## config.mk

```make
export PLATFORM = sky130hd
export DESIGN_NAME = open_transaction_table_unit
export DESIGN_NICKNAME = d
export VERILOG_FILES = /design/src/design/ott_pkg.sv /design/src/design/open_transaction_table_unit.sv /design/src/design/ott_entry_store.sv /design/src/design/ott_cmp_unit.sv
export SDC_FILE = /design/constraint.sdc
export NUM_CORES = 2
export LEC_CHECK = 0
export ABC_AREA = 1
export BUFFER_PORTS_ARGS = -buffer_cell sky130_fd_sc_hd__clkbuf_2
export CORE_ASPECT_RATIO = 0.75
export CORE_UTILIZATION = 50
export DETAILED_ROUTE_END_ITERATION = 6
export PLACE_DENSITY = 0.63
export REMOVE_ABC_BUFFERS = 1
export SLEW_MARGIN = 25
export SYNTH_ARGS = -nofsm -noshare
export SYNTH_HDL_FRONTEND = slang
export SYNTH_SLANG_ARGS = --single-unit
```

## constraint.sdc

```tcl
create_clock -name clk -period 13.16 [get_ports clk]
set_clock_uncertainty 0.05 [all_clocks]
set_input_delay 2.632 -clock clk [delete_from_list [all_inputs] [get_ports clk]]
set_output_delay 2.632 -clock clk [all_outputs]
set_load 0.005 [all_outputs]
```

## src/design/ott_pkg.sv

```systemverilog
// Shared types and constants of the open transaction table.
`default_nettype none
package ott_pkg;

  localparam int NUM_ENTRIES = 16;
  localparam int MAX_PEERS   = 4;
  localparam int MAX_RESULTS = 16;
  localparam int SLOT_W      = $clog2(NUM_ENTRIES);
  localparam int PJ_W        = $clog2(MAX_PEERS);
  localparam int CNT_W       = 5;
  localparam int ID_W        = 32;
  localparam int TIME_W      = 48;
  localparam int PEER_W      = 31;
  localparam int PC_W        = 3;

  // Operation codes.
  localparam logic [3:0] K_MINT       = 4'd0;
  localparam logic [3:0] K_OPEN       = 4'd1;
  localparam logic [3:0] K_IS_OPEN    = 4'd2;
  localparam logic [3:0] K_ADMITS     = 4'd3;
  localparam logic [3:0] K_ADDRESSED  = 4'd4;
  localparam logic [3:0] K_CLOSE      = 4'd5;
  localparam logic [3:0] K_EXPIRE     = 4'd6;
  localparam logic [3:0] K_WAIT_PEER  = 4'd7;
  localparam logic [3:0] K_DRAIN      = 4'd8;

  // Status codes.
  localparam logic [1:0] ST_OK        = 2'd0;
  localparam logic [1:0] ST_NOT_FOUND = 2'd1;
  localparam logic [1:0] ST_FULL      = 2'd2;
  localparam logic [1:0] ST_EMPTY     = 2'd3;

  typedef logic [MAX_PEERS-1:0][PEER_W-1:0] peer_vec_t;

  // One stored table row.
  typedef struct packed {
    logic [ID_W-1:0]   id;
    logic [TIME_W-1:0] deadline;
    logic [PC_W-1:0]   pc;
    peer_vec_t         peers;
  } entry_row_t;

  // Keys presented to the compare unit.
  typedef struct packed {
    logic [ID_W-1:0]   id;
    logic [TIME_W-1:0] tv;
    logic [PEER_W-1:0] peer;
    logic [ID_W-1:0]   best_id;
  } cmp_key_t;

  // Compare unit results.
  typedef struct packed {
    logic id_eq;
    logic dl_le;
    logic id_lt;
    logic peer_hit;
  } cmp_res_t;

endpackage
`default_nettype wire

```

## src/design/open_transaction_table_unit.sv

```systemverilog
// Open transaction table: top level with the operation sequencer.
// An operation is taken while busy is low. Mint and unknown kinds answer in
// the cycle after they are taken. Every other kind walks the 16-entry memory
// one slot at a time (read, then compare), and addressed then lists the
// row's peers one per cycle. Expire, wait-for-peer and drain first mark the
// matching slots in one walk, then run one walk per listed id to find the
// smallest remaining id: up to 17 walks. Results are strobed by out_valid
// for one cycle and cannot be held off.
`default_nettype none
module open_transaction_table_unit import ott_pkg::*; (
  input  wire logic              clk,
  input  wire logic              rst_n,
  input  wire logic              start,
  output logic                   busy,
  input  wire logic [3:0]        in_kind,
  input  wire logic [ID_W-1:0]   in_txn_id,
  input  wire logic [TIME_W-1:0] in_time_value,
  input  wire logic [PC_W-1:0]   in_peer_count,
  input  wire logic [PEER_W-1:0] in_peer_a,
  input  wire logic [PEER_W-1:0] in_peer_b,
  input  wire logic [PEER_W-1:0] in_peer_c,
  input  wire logic [PEER_W-1:0] in_peer_d,
  output logic                   out_valid,
  output logic [1:0]             out_status,
  output logic                   out_answer,
  output logic [ID_W-1:0]        out_txn_id,
  output logic [PEER_W-1:0]      out_peer,
  output logic                   out_last,
  output logic [CNT_W-1:0]       out_open_count
);

  typedef enum logic [4:0] {
    S_IDLE = 5'b00001,
    S_RD   = 5'b00010,
    S_EV   = 5'b00100,
    S_DONE = 5'b01000,
    S_ADDR = 5'b10000
  } state_t;

  typedef enum logic [2:0] {
    PH_FIND = 3'b001,
    PH_MARK = 3'b010,
    PH_SEL  = 3'b100
  } phase_t;

  state_t state_r, state_nxt;
  phase_t phase_r, phase_nxt;

  logic [3:0]             kind_r, kind_nxt;
  logic [ID_W-1:0]        id_r, id_nxt;
  logic [TIME_W-1:0]      tv_r, tv_nxt;
  logic [PC_W-1:0]        pc_r, pc_nxt;
  peer_vec_t              peers_r, peers_nxt;
  logic [SLOT_W-1:0]      idx_r, idx_nxt;
  logic                   found_r, found_nxt;
  logic [SLOT_W-1:0]      slot_r, slot_nxt;
  logic                   free_found_r, free_found_nxt;
  logic [SLOT_W-1:0]      free_r, free_nxt;
  logic                   hit_r, hit_nxt;
  logic [PC_W-1:0]        row_pc_r, row_pc_nxt;
  peer_vec_t              row_peers_r, row_peers_nxt;
  logic [NUM_ENTRIES-1:0] mark_r, mark_nxt;
  logic                   best_found_r, best_found_nxt;
  logic [SLOT_W-1:0]      best_r, best_nxt;
  logic [ID_W-1:0]        best_id_r, best_id_nxt;
  logic [CNT_W-1:0]       nres_r, nres_nxt;
  logic [NUM_ENTRIES-1:0] valid_r, valid_nxt;
  logic [CNT_W-1:0]       cnt_r, cnt_nxt;
  logic [ID_W-1:0]        next_id_r, next_id_nxt;
  logic [PJ_W-1:0]        pj_r, pj_nxt;

  logic                   out_valid_r, out_valid_nxt;
  logic [1:0]             out_status_r, out_status_nxt;
  logic                   out_answer_r, out_answer_nxt;
  logic [ID_W-1:0]        out_txn_id_r, out_txn_id_nxt;
  logic [PEER_W-1:0]      out_peer_r, out_peer_nxt;
  logic                   out_last_r, out_last_nxt;
  logic [CNT_W-1:0]       out_cnt_r;

  logic       mem_we;
  entry_row_t mem_wdata;
  entry_row_t rdata;
  cmp_key_t   key;
  cmp_res_t   cres;

  // Scan-step helper signals.
  logic                   last_slot;
  logic                   slot_valid;
  logic                   take;
  logic                   fin_found;
  logic [SLOT_W-1:0]      fin_slot;
  logic [ID_W-1:0]        fin_id;
  logic [NUM_ENTRIES-1:0] remain;
  logic                   mark_hit;
  logic [SLOT_W-1:0]      wslot;

  assign busy = (state_r != S_IDLE);

  ott_entry_store u_store (
    .clk   (clk),
    .we    (mem_we),
    .waddr (wslot),
    .wdata (mem_wdata),
    .raddr (idx_r),
    .rdata (rdata)
  );

  assign key.id      = id_r;
  assign key.tv      = tv_r;
  assign key.peer    = peers_r[0];
  assign key.best_id = best_id_r;

  ott_cmp_unit u_cmp (
    .row (rdata),
    .key (key),
    .res (cres)
  );

  assign mem_wdata.id       = id_r;
  assign mem_wdata.deadline = tv_r;
  assign mem_wdata.pc       = pc_r;
  assign mem_wdata.peers    = peers_r;
  assign wslot              = found_r ? slot_r : free_r;

  assign last_slot  = (idx_r == SLOT_W'(NUM_ENTRIES - 1));
  assign slot_valid = valid_r[idx_r];
  assign take       = mark_r[idx_r] && (!best_found_r || cres.id_lt);
  assign fin_found  = best_found_r || take;
  assign fin_slot   = take ? idx_r : best_r;
  assign fin_id     = take ? rdata.id : best_id_r;
  assign remain     = mark_r & ~(NUM_ENTRIES'(1) << fin_slot);

  // Mark condition of the list operations.
  always_comb begin
    priority if (kind_r == K_EXPIRE) begin
      mark_hit = slot_valid && cres.dl_le;
    end else if (kind_r == K_WAIT_PEER) begin
      mark_hit = slot_valid && cres.peer_hit;
    end else begin
      mark_hit = slot_valid;
    end
  end

  // Sequencer.
  always_comb begin
    state_nxt      = state_r;
    phase_nxt      = phase_r;
    kind_nxt       = kind_r;
    id_nxt         = id_r;
    tv_nxt         = tv_r;
    pc_nxt         = pc_r;
    peers_nxt      = peers_r;
    idx_nxt        = idx_r;
    found_nxt      = found_r;
    slot_nxt       = slot_r;
    free_found_nxt = free_found_r;
    free_nxt       = free_r;
    hit_nxt        = hit_r;
    row_pc_nxt     = row_pc_r;
    row_peers_nxt  = row_peers_r;
    mark_nxt       = mark_r;
    best_found_nxt = best_found_r;
    best_nxt       = best_r;
    best_id_nxt    = best_id_r;
    nres_nxt       = nres_r;
    valid_nxt      = valid_r;
    cnt_nxt        = cnt_r;
    next_id_nxt    = next_id_r;
    pj_nxt         = pj_r;
    mem_we         = 1'b0;
    out_valid_nxt  = 1'b0;
    out_status_nxt = ST_OK;
    out_answer_nxt = 1'b0;
    out_txn_id_nxt = '0;
    out_peer_nxt   = '0;
    out_last_nxt   = 1'b1;

    unique case (state_r)
      S_IDLE: begin
        if (start) begin
          kind_nxt       = in_kind;
          id_nxt         = in_txn_id;
          tv_nxt         = in_time_value;
          pc_nxt         = (in_peer_count > PC_W'(MAX_PEERS)) ? PC_W'(MAX_PEERS)
                                                              : in_peer_count;
          peers_nxt      = {in_peer_d, in_peer_c, in_peer_b, in_peer_a};
          idx_nxt        = '0;
          found_nxt      = 1'b0;
          free_found_nxt = 1'b0;
          nres_nxt       = '0;
          best_found_nxt = 1'b0;
          priority if (in_kind == K_MINT) begin
            out_valid_nxt  = 1'b1;
            out_txn_id_nxt = next_id_r;
            next_id_nxt    = next_id_r + ID_W'(1);
          end else if (in_kind > K_DRAIN) begin
            out_valid_nxt = 1'b1;
          end else if (in_kind == K_EXPIRE || in_kind == K_WAIT_PEER ||
                       in_kind == K_DRAIN) begin
            phase_nxt = PH_MARK;
            state_nxt = S_RD;
          end else begin
            phase_nxt = PH_FIND;
            state_nxt = S_RD;
          end
        end
      end

      S_RD: begin
        state_nxt = S_EV;
      end

      S_EV: begin
        state_nxt = S_RD;
        idx_nxt   = idx_r + SLOT_W'(1);
        unique case (phase_r)
          PH_FIND: begin
            if (slot_valid && cres.id_eq && !found_r) begin
              found_nxt     = 1'b1;
              slot_nxt      = idx_r;
              hit_nxt       = cres.peer_hit;
              row_pc_nxt    = rdata.pc;
              row_peers_nxt = rdata.peers;
            end
            if (!slot_valid && !free_found_r) begin
              free_found_nxt = 1'b1;
              free_nxt       = idx_r;
            end
            if (last_slot) begin
              state_nxt = S_DONE;
            end
          end
          PH_MARK: begin
            mark_nxt[idx_r] = mark_hit;
            if (mark_hit && kind_r != K_WAIT_PEER) begin
              valid_nxt[idx_r] = 1'b0;
              cnt_nxt          = cnt_r - CNT_W'(1);
            end
            if (last_slot) begin
              phase_nxt      = PH_SEL;
              best_found_nxt = 1'b0;
            end
          end
          PH_SEL: begin
            best_found_nxt = fin_found;
            best_nxt       = fin_slot;
            best_id_nxt    = fin_id;
            if (last_slot) begin
              out_valid_nxt  = 1'b1;
              best_found_nxt = 1'b0;
              if (fin_found) begin
                out_txn_id_nxt = fin_id;
                out_last_nxt   = (nres_r == CNT_W'(MAX_RESULTS - 1)) || (remain == '0);
                mark_nxt       = remain;
                nres_nxt       = nres_r + CNT_W'(1);
                if (out_last_nxt) begin
                  state_nxt = S_IDLE;
                end
              end else begin
                out_status_nxt = ST_EMPTY;
                state_nxt      = S_IDLE;
              end
            end
          end
          default: begin
            state_nxt = S_IDLE;
          end
        endcase
      end

      S_DONE: begin
        state_nxt     = S_IDLE;
        out_valid_nxt = 1'b1;
        priority if (kind_r == K_OPEN) begin
          if (found_r || free_found_r) begin
            mem_we           = 1'b1;
            valid_nxt[wslot] = 1'b1;
            if (!found_r) begin
              cnt_nxt = cnt_r + CNT_W'(1);
            end
          end else begin
            out_status_nxt = ST_FULL;
          end
        end else if (!found_r) begin
          out_status_nxt = ST_NOT_FOUND;
        end else if (kind_r == K_IS_OPEN) begin
          out_answer_nxt = 1'b1;
        end else if (kind_r == K_ADMITS) begin
          out_answer_nxt = hit_r;
        end else if (kind_r == K_CLOSE) begin
          out_answer_nxt   = 1'b1;
          valid_nxt[slot_r] = 1'b0;
          cnt_nxt          = cnt_r - CNT_W'(1);
        end else if (row_pc_r == '0) begin
          out_status_nxt = ST_EMPTY;
          out_txn_id_nxt = id_r;
        end else begin
          // Addressed with peers: list them one per cycle.
          out_valid_nxt = 1'b0;
          pj_nxt        = '0;
          state_nxt     = S_ADDR;
        end
      end

      S_ADDR: begin
        out_valid_nxt  = 1'b1;
        out_txn_id_nxt = id_r;
        out_peer_nxt   = row_peers_r[pj_r];
        out_last_nxt   = ((PC_W'(pj_r) + PC_W'(1)) == row_pc_r);
        pj_nxt         = pj_r + PJ_W'(1);
        if (out_last_nxt) begin
          state_nxt = S_IDLE;
        end
      end

      default: begin
        state_nxt = S_IDLE;
      end
    endcase
  end

  // Control registers.
  always_ff @(posedge clk) begin
    if (!rst_n) begin
      state_r     <= S_IDLE;
      phase_r     <= PH_FIND;
      valid_r     <= '0;
      cnt_r       <= '0;
      next_id_r   <= '0;
      out_valid_r <= 1'b0;
    end else begin
      state_r     <= state_nxt;
      phase_r     <= phase_nxt;
      valid_r     <= valid_nxt;
      cnt_r       <= cnt_nxt;
      next_id_r   <= next_id_nxt;
      out_valid_r <= out_valid_nxt;
    end
  end

  // Working and result payload registers.
  always_ff @(posedge clk) begin
    kind_r       <= kind_nxt;
    id_r         <= id_nxt;
    tv_r         <= tv_nxt;
    pc_r         <= pc_nxt;
    peers_r      <= peers_nxt;
    idx_r        <= idx_nxt;
    found_r      <= found_nxt;
    slot_r       <= slot_nxt;
    free_found_r <= free_found_nxt;
    free_r       <= free_nxt;
    hit_r        <= hit_nxt;
    row_pc_r     <= row_pc_nxt;
    row_peers_r  <= row_peers_nxt;
    mark_r       <= mark_nxt;
    best_found_r <= best_found_nxt;
    best_r       <= best_nxt;
    best_id_r    <= best_id_nxt;
    nres_r       <= nres_nxt;
    pj_r         <= pj_nxt;
    out_status_r <= out_status_nxt;
    out_answer_r <= out_answer_nxt;
    out_txn_id_r <= out_txn_id_nxt;
    out_peer_r   <= out_peer_nxt;
    out_last_r   <= out_last_nxt;
    out_cnt_r    <= cnt_nxt;
  end

  assign out_valid      = out_valid_r;
  assign out_status     = out_status_r;
  assign out_answer     = out_answer_r;
  assign out_txn_id     = out_txn_id_r;
  assign out_peer       = out_peer_r;
  assign out_last       = out_last_r;
  assign out_open_count = out_cnt_r;

  // The open count always tracks the valid marks.
  a_count_tracks: assert property (@(posedge clk) disable iff (!rst_n)
    cnt_r == CNT_W'($countones(valid_r)))
    else $error("open count differs from valid marks");

  // A result only follows an accepted operation or sequencer work.
  a_result_cause: assert property (@(posedge clk) disable iff (!rst_n)
    out_valid |-> ($past(busy) || $past(start)))
    else $error("result without an operation");

  // A non-final result is always followed by more work.
  a_not_last_busy: assert property (@(posedge clk) disable iff (!rst_n)
    (out_valid && !out_last) |-> busy)
    else $error("list ended without a final result");

endmodule
`default_nettype wire

```

## src/design/ott_entry_store.sv

```systemverilog
// Entry memory: one write port and one registered read port.
`default_nettype none
module ott_entry_store import ott_pkg::*; (
  input  wire logic              clk,
  input  wire logic              we,
  input  wire logic [SLOT_W-1:0] waddr,
  input  wire entry_row_t        wdata,
  input  wire logic [SLOT_W-1:0] raddr,
  output entry_row_t             rdata
);

  entry_row_t mem [NUM_ENTRIES];

  // Write and registered read.
  always_ff @(posedge clk) begin
    if (we) begin
      mem[waddr] <= wdata;
    end
    rdata <= mem[raddr];
  end

endmodule
`default_nettype wire

```

## src/design/ott_cmp_unit.sv

```systemverilog
// Shared compare unit applied to one table row per step.
`default_nettype none
module ott_cmp_unit import ott_pkg::*; (
  input  wire entry_row_t row,
  input  wire cmp_key_t   key,
  output cmp_res_t        res
);

  logic [MAX_PEERS-1:0] hits;

  // Peer match over the stored peers of the row.
  always_comb begin
    for (int j = 0; j < MAX_PEERS; j++) begin
      hits[j] = (PC_W'(j) < row.pc) && (row.peers[j] == key.peer);
    end
  end

  assign res.id_eq    = (row.id == key.id);
  assign res.dl_le    = (row.deadline <= key.tv);
  assign res.id_lt    = (row.id < key.best_id);
  assign res.peer_hit = |hits;

endmodule
`default_nettype wire
```

==> impl_metrics.ini <==
[clock_network]
clock_tree.buffer_depth = 4
cts.repair.resized = 0
cts_inserted_buffers = 387
post_cts_setup_driven_buffer_insertion_count = 0
htree_num_levels = 5
clock_sinks = 4066
clockRootBuffer = sky130_fd_sc_hd__clkbuf_16
clock_latency_on_the_worst_skew_pair_ns = 0.92
tritoncts = built
cts.reportedPaths.clkPinSlew_ns = 0.06
hold_buffers = 0

[power]
vdd_ir_drop_max_uv = 127
pwr_density_nw_per_um2 = 176
power.static_leakage_nw = 57.2

[worst_setup_path]
register_to_register_setup_slack_ns = 7.48
worstPathMaxFanout = 47
worstPathRequired_ns = 13.64
endpoint_kind_of_the_worst_setup_timing_path = flip-flop
setup.worst_path.start_class = flip-flop
path_class = reg -> reg
critPathArrivalTime_ns = 6.17

[floorplan]
die_x_um = 645
die_area_um2 = 312000
fp-row-count = 176
fp.coreArea_um2 = 307000
die_h_um = 484
start_util_pct = 50.4
design.portCount = 288

[yosys]
ys.flop_type = sky130_fd_sc_hd__edfxtp_1
synth_area_per_cell_um2 = 13.2
syn_inst = 11800
synth-edff-count = 3725
netlist-cell-type-count = 58
synth.cell_area_um2 = 155000
async_reset_ff_share_pct = 0
synth-warning-count = 0
ys_seq_area_share_pct = 76.6
postSynthRegisterBits = 4066

[sta]
finalSetupTns_ns = 0
timing.final.crit_share_pct = 43.2
worstMarginPinSlew_ns = 1.18
fmaxAchievable_ghz = 0.176
setup-violations-final = 0
max_slew_margin_pct = 21.4
timing_max_transition_violations_final = 0
setup_repair_after_global_routing_missed_its_margin = no
final-hold-violation-count = 0
postLayoutSetupSlackWorst_ns = 7.48
fin_crit_ns = 5.68

[detailed_routing]
post-route-drc-count = 1
routed_via_density = 6.09
drt_pass1_iterations = 7
drt-initial-drc-count = 12000
antenna_left = 0
routed_wire_length_per_instance_um = 26.6
postRouteWirelength_um = 434000
via_count = 99500

[grt]
grt_pass1_wl_um = 629000
grt_antenna_before_repair = 21
overflow = 0
pin_count_of_the_biggest_net_entering_global_routing = 233
aggregate_global_route_resource_usage_pct = 27.1
first_global_vias = 94400

[finish]
synthToLayoutAreaGrowth_pct = 12.0
layout-drive-gt1-share_pct = 9.13
final_net_count = 12200
final_cell_mix = sky130_fd_sc_hd__edfxtp_1 (3,725), sky130_fd_sc_hd__nor2_1 (1,910), sky130_fd_sc_hd__o21ai_0 (1,890)
final_common_cell = sky130_fd_sc_hd__edfxtp_1

[status]
failed_checks = DRC
status = finished with violations

[placed_design]
dp_worst_setup_slack_ns = 7.53
numPortBuffers = 287
globalplace.congestion = 0.894
placed_wire_length_estimate_um = 225000

[hold_path]
hold_class = reg -> reg

[run]
max_cap_violations = 0
==> sequential cells by signal, summed over array words and instances (netlist names), 16 cells and up <==
register / cells
id_r: 32
key: 31
tv_r: 48
valid_r: 16
out_txn_id: 32
best_id_r: 32
u_store.rdata: 207
out_peer: 31
u_store.mem: 3312
mem_wdata: 93
mark_r: 16
row_peers_r: 124
next_id_r: 32
==> final timing paths <==
check                         start            endpoint  cells past startpoint
hold / removal    u_store.rdata[54]     row_peers_r[54]                      0
hold reg to reg   u_store.rdata[54]     row_peers_r[54]                      0
setup reg to reg          kind_r[0]  u_store.mem[4][90]                     12
setup / recovery          kind_r[0]  u_store.mem[4][90]                     12
==> report_power, final <==
group          leakage (nW)  internal (mW)  switching [mW]
clock                  6.28           6.48            4.78
sequential             36.4           14.9           0.879
combinational          14.5           1.02            2.48
total                  57.2           22.4            8.13
==> area by class of cell <==
| cell class | instances | area (um^2) |
|---|---|---|
| fill | 24300 | 134000 |
| sequential | 4066 | 119000 |
| multi-input combinational | 6684 | 32600 |
| clock buffer | 535 | 10900 |
| tap | 4094 | 5120 |
| timing repair buffer | 462 | 3060 |
| clock inverter | 182 | 1990 |
| inverter | 303 | 1170 |
| antenna | 13 | 32.5 |
==> layer usage <==
layer	vias up	track usage, %	wire (um)
met5	-	0	13
met4	2	9.28	14700
met3	745	3.35	36300
met2	4968	43.7	205000
met1	50100	38.3	179000
li1	43700	-	-
==> synthesized netlist by cell type, drive strengths merged (2+ instances only) <==
cell type / n / area share [%]
ha: 89 / 0.72
and3: 2 / 0.0081
nor4b: 2 / 0.011
o221ai: 8 / 0.045
nand4: 246 / 1.0
edfxtp: 3725 / 72
o22ai: 868 / 3.5
a221o: 2 / 0.013
xnor2: 52 / 0.29
nor3: 50 / 0.17
inv: 299 / 0.72
buf: 30 / 0.086
o211ai: 3 / 0.015
a221oi: 9 / 0.051
o31ai: 3 / 0.015
a21oi: 180 / 0.58
o21a: 4 / 0.019
or2: 6 / 0.024
nor4: 26 / 0.13
a211oi: 8 / 0.039
xor2: 27 / 0.15
a2111oi: 3 / 0.017
clkinv: 4 / 0.0097
a31oi: 3 / 0.012
a22oi: 27 / 0.13
clkbuf: 679 / 1.6
o21ai: 1896 / 6.1
nand2: 1153 / 2.8
nor3b: 2 / 0.0097
dfxtp: 341 / 4.4
o2111ai: 13 / 0.073
nand3: 55 / 0.18
nor2: 1937 / 4.7
==> cell families after synthesis <==
family	after synthesis	synth area share [%]
fa+ha+maj	89	0.719
simple gates	3481	9.08
compound gates	3035	10.7
buf+inv	1012	2.47
xor+xnor	79	0.447
flops	4066	76.6
==> metrics by stage <==
| stage | area, um^2 | cells | power, mW | utilization [%] | hold WS (ns) |
|---|---|---|---|---|---|
| detailed placement | 161000 | 15600 | 19.4 | 52.2 | 0.375 |
| global route | 174000 | 16300 | 31.5 | 56.5 | 0.401 |
| CTS | 173000 | 16300 | 30.6 | 56.4 | 0.387 |
| global placement | 161000 | 15600 | 19.3 | 52.2 | 0.377 |
| floorplan | 152000 | 11100 | 18.3 | - | 0.350 |
| finish | 174000 | 16300 | 30.5 | 56.5 | 0.384 |
==> critical path: stages, from the launching register on <==
cell and delay (ns):
sky130_fd_sc_hd__edfxtp_1 0.40, sky130_fd_sc_hd__inv_1 0.09, sky130_fd_sc_hd__nor3_1 0.16, sky130_fd_sc_hd__inv_1 0.08, sky130_fd_sc_hd__nor2_1 0.45, sky130_fd_sc_hd__inv_1 0.15
sky130_fd_sc_hd__or2_2 0.32, sky130_fd_sc_hd__nor2_1 0.21, sky130_fd_sc_hd__nand2_1 0.17, sky130_fd_sc_hd__nor2_4 0.77, sky130_fd_sc_hd__buf_4 0.79, sky130_fd_sc_hd__buf_4 0.70
sky130_fd_sc_hd__buf_4 0.84
Note: power is estimated with default switching activity, not from simulation.
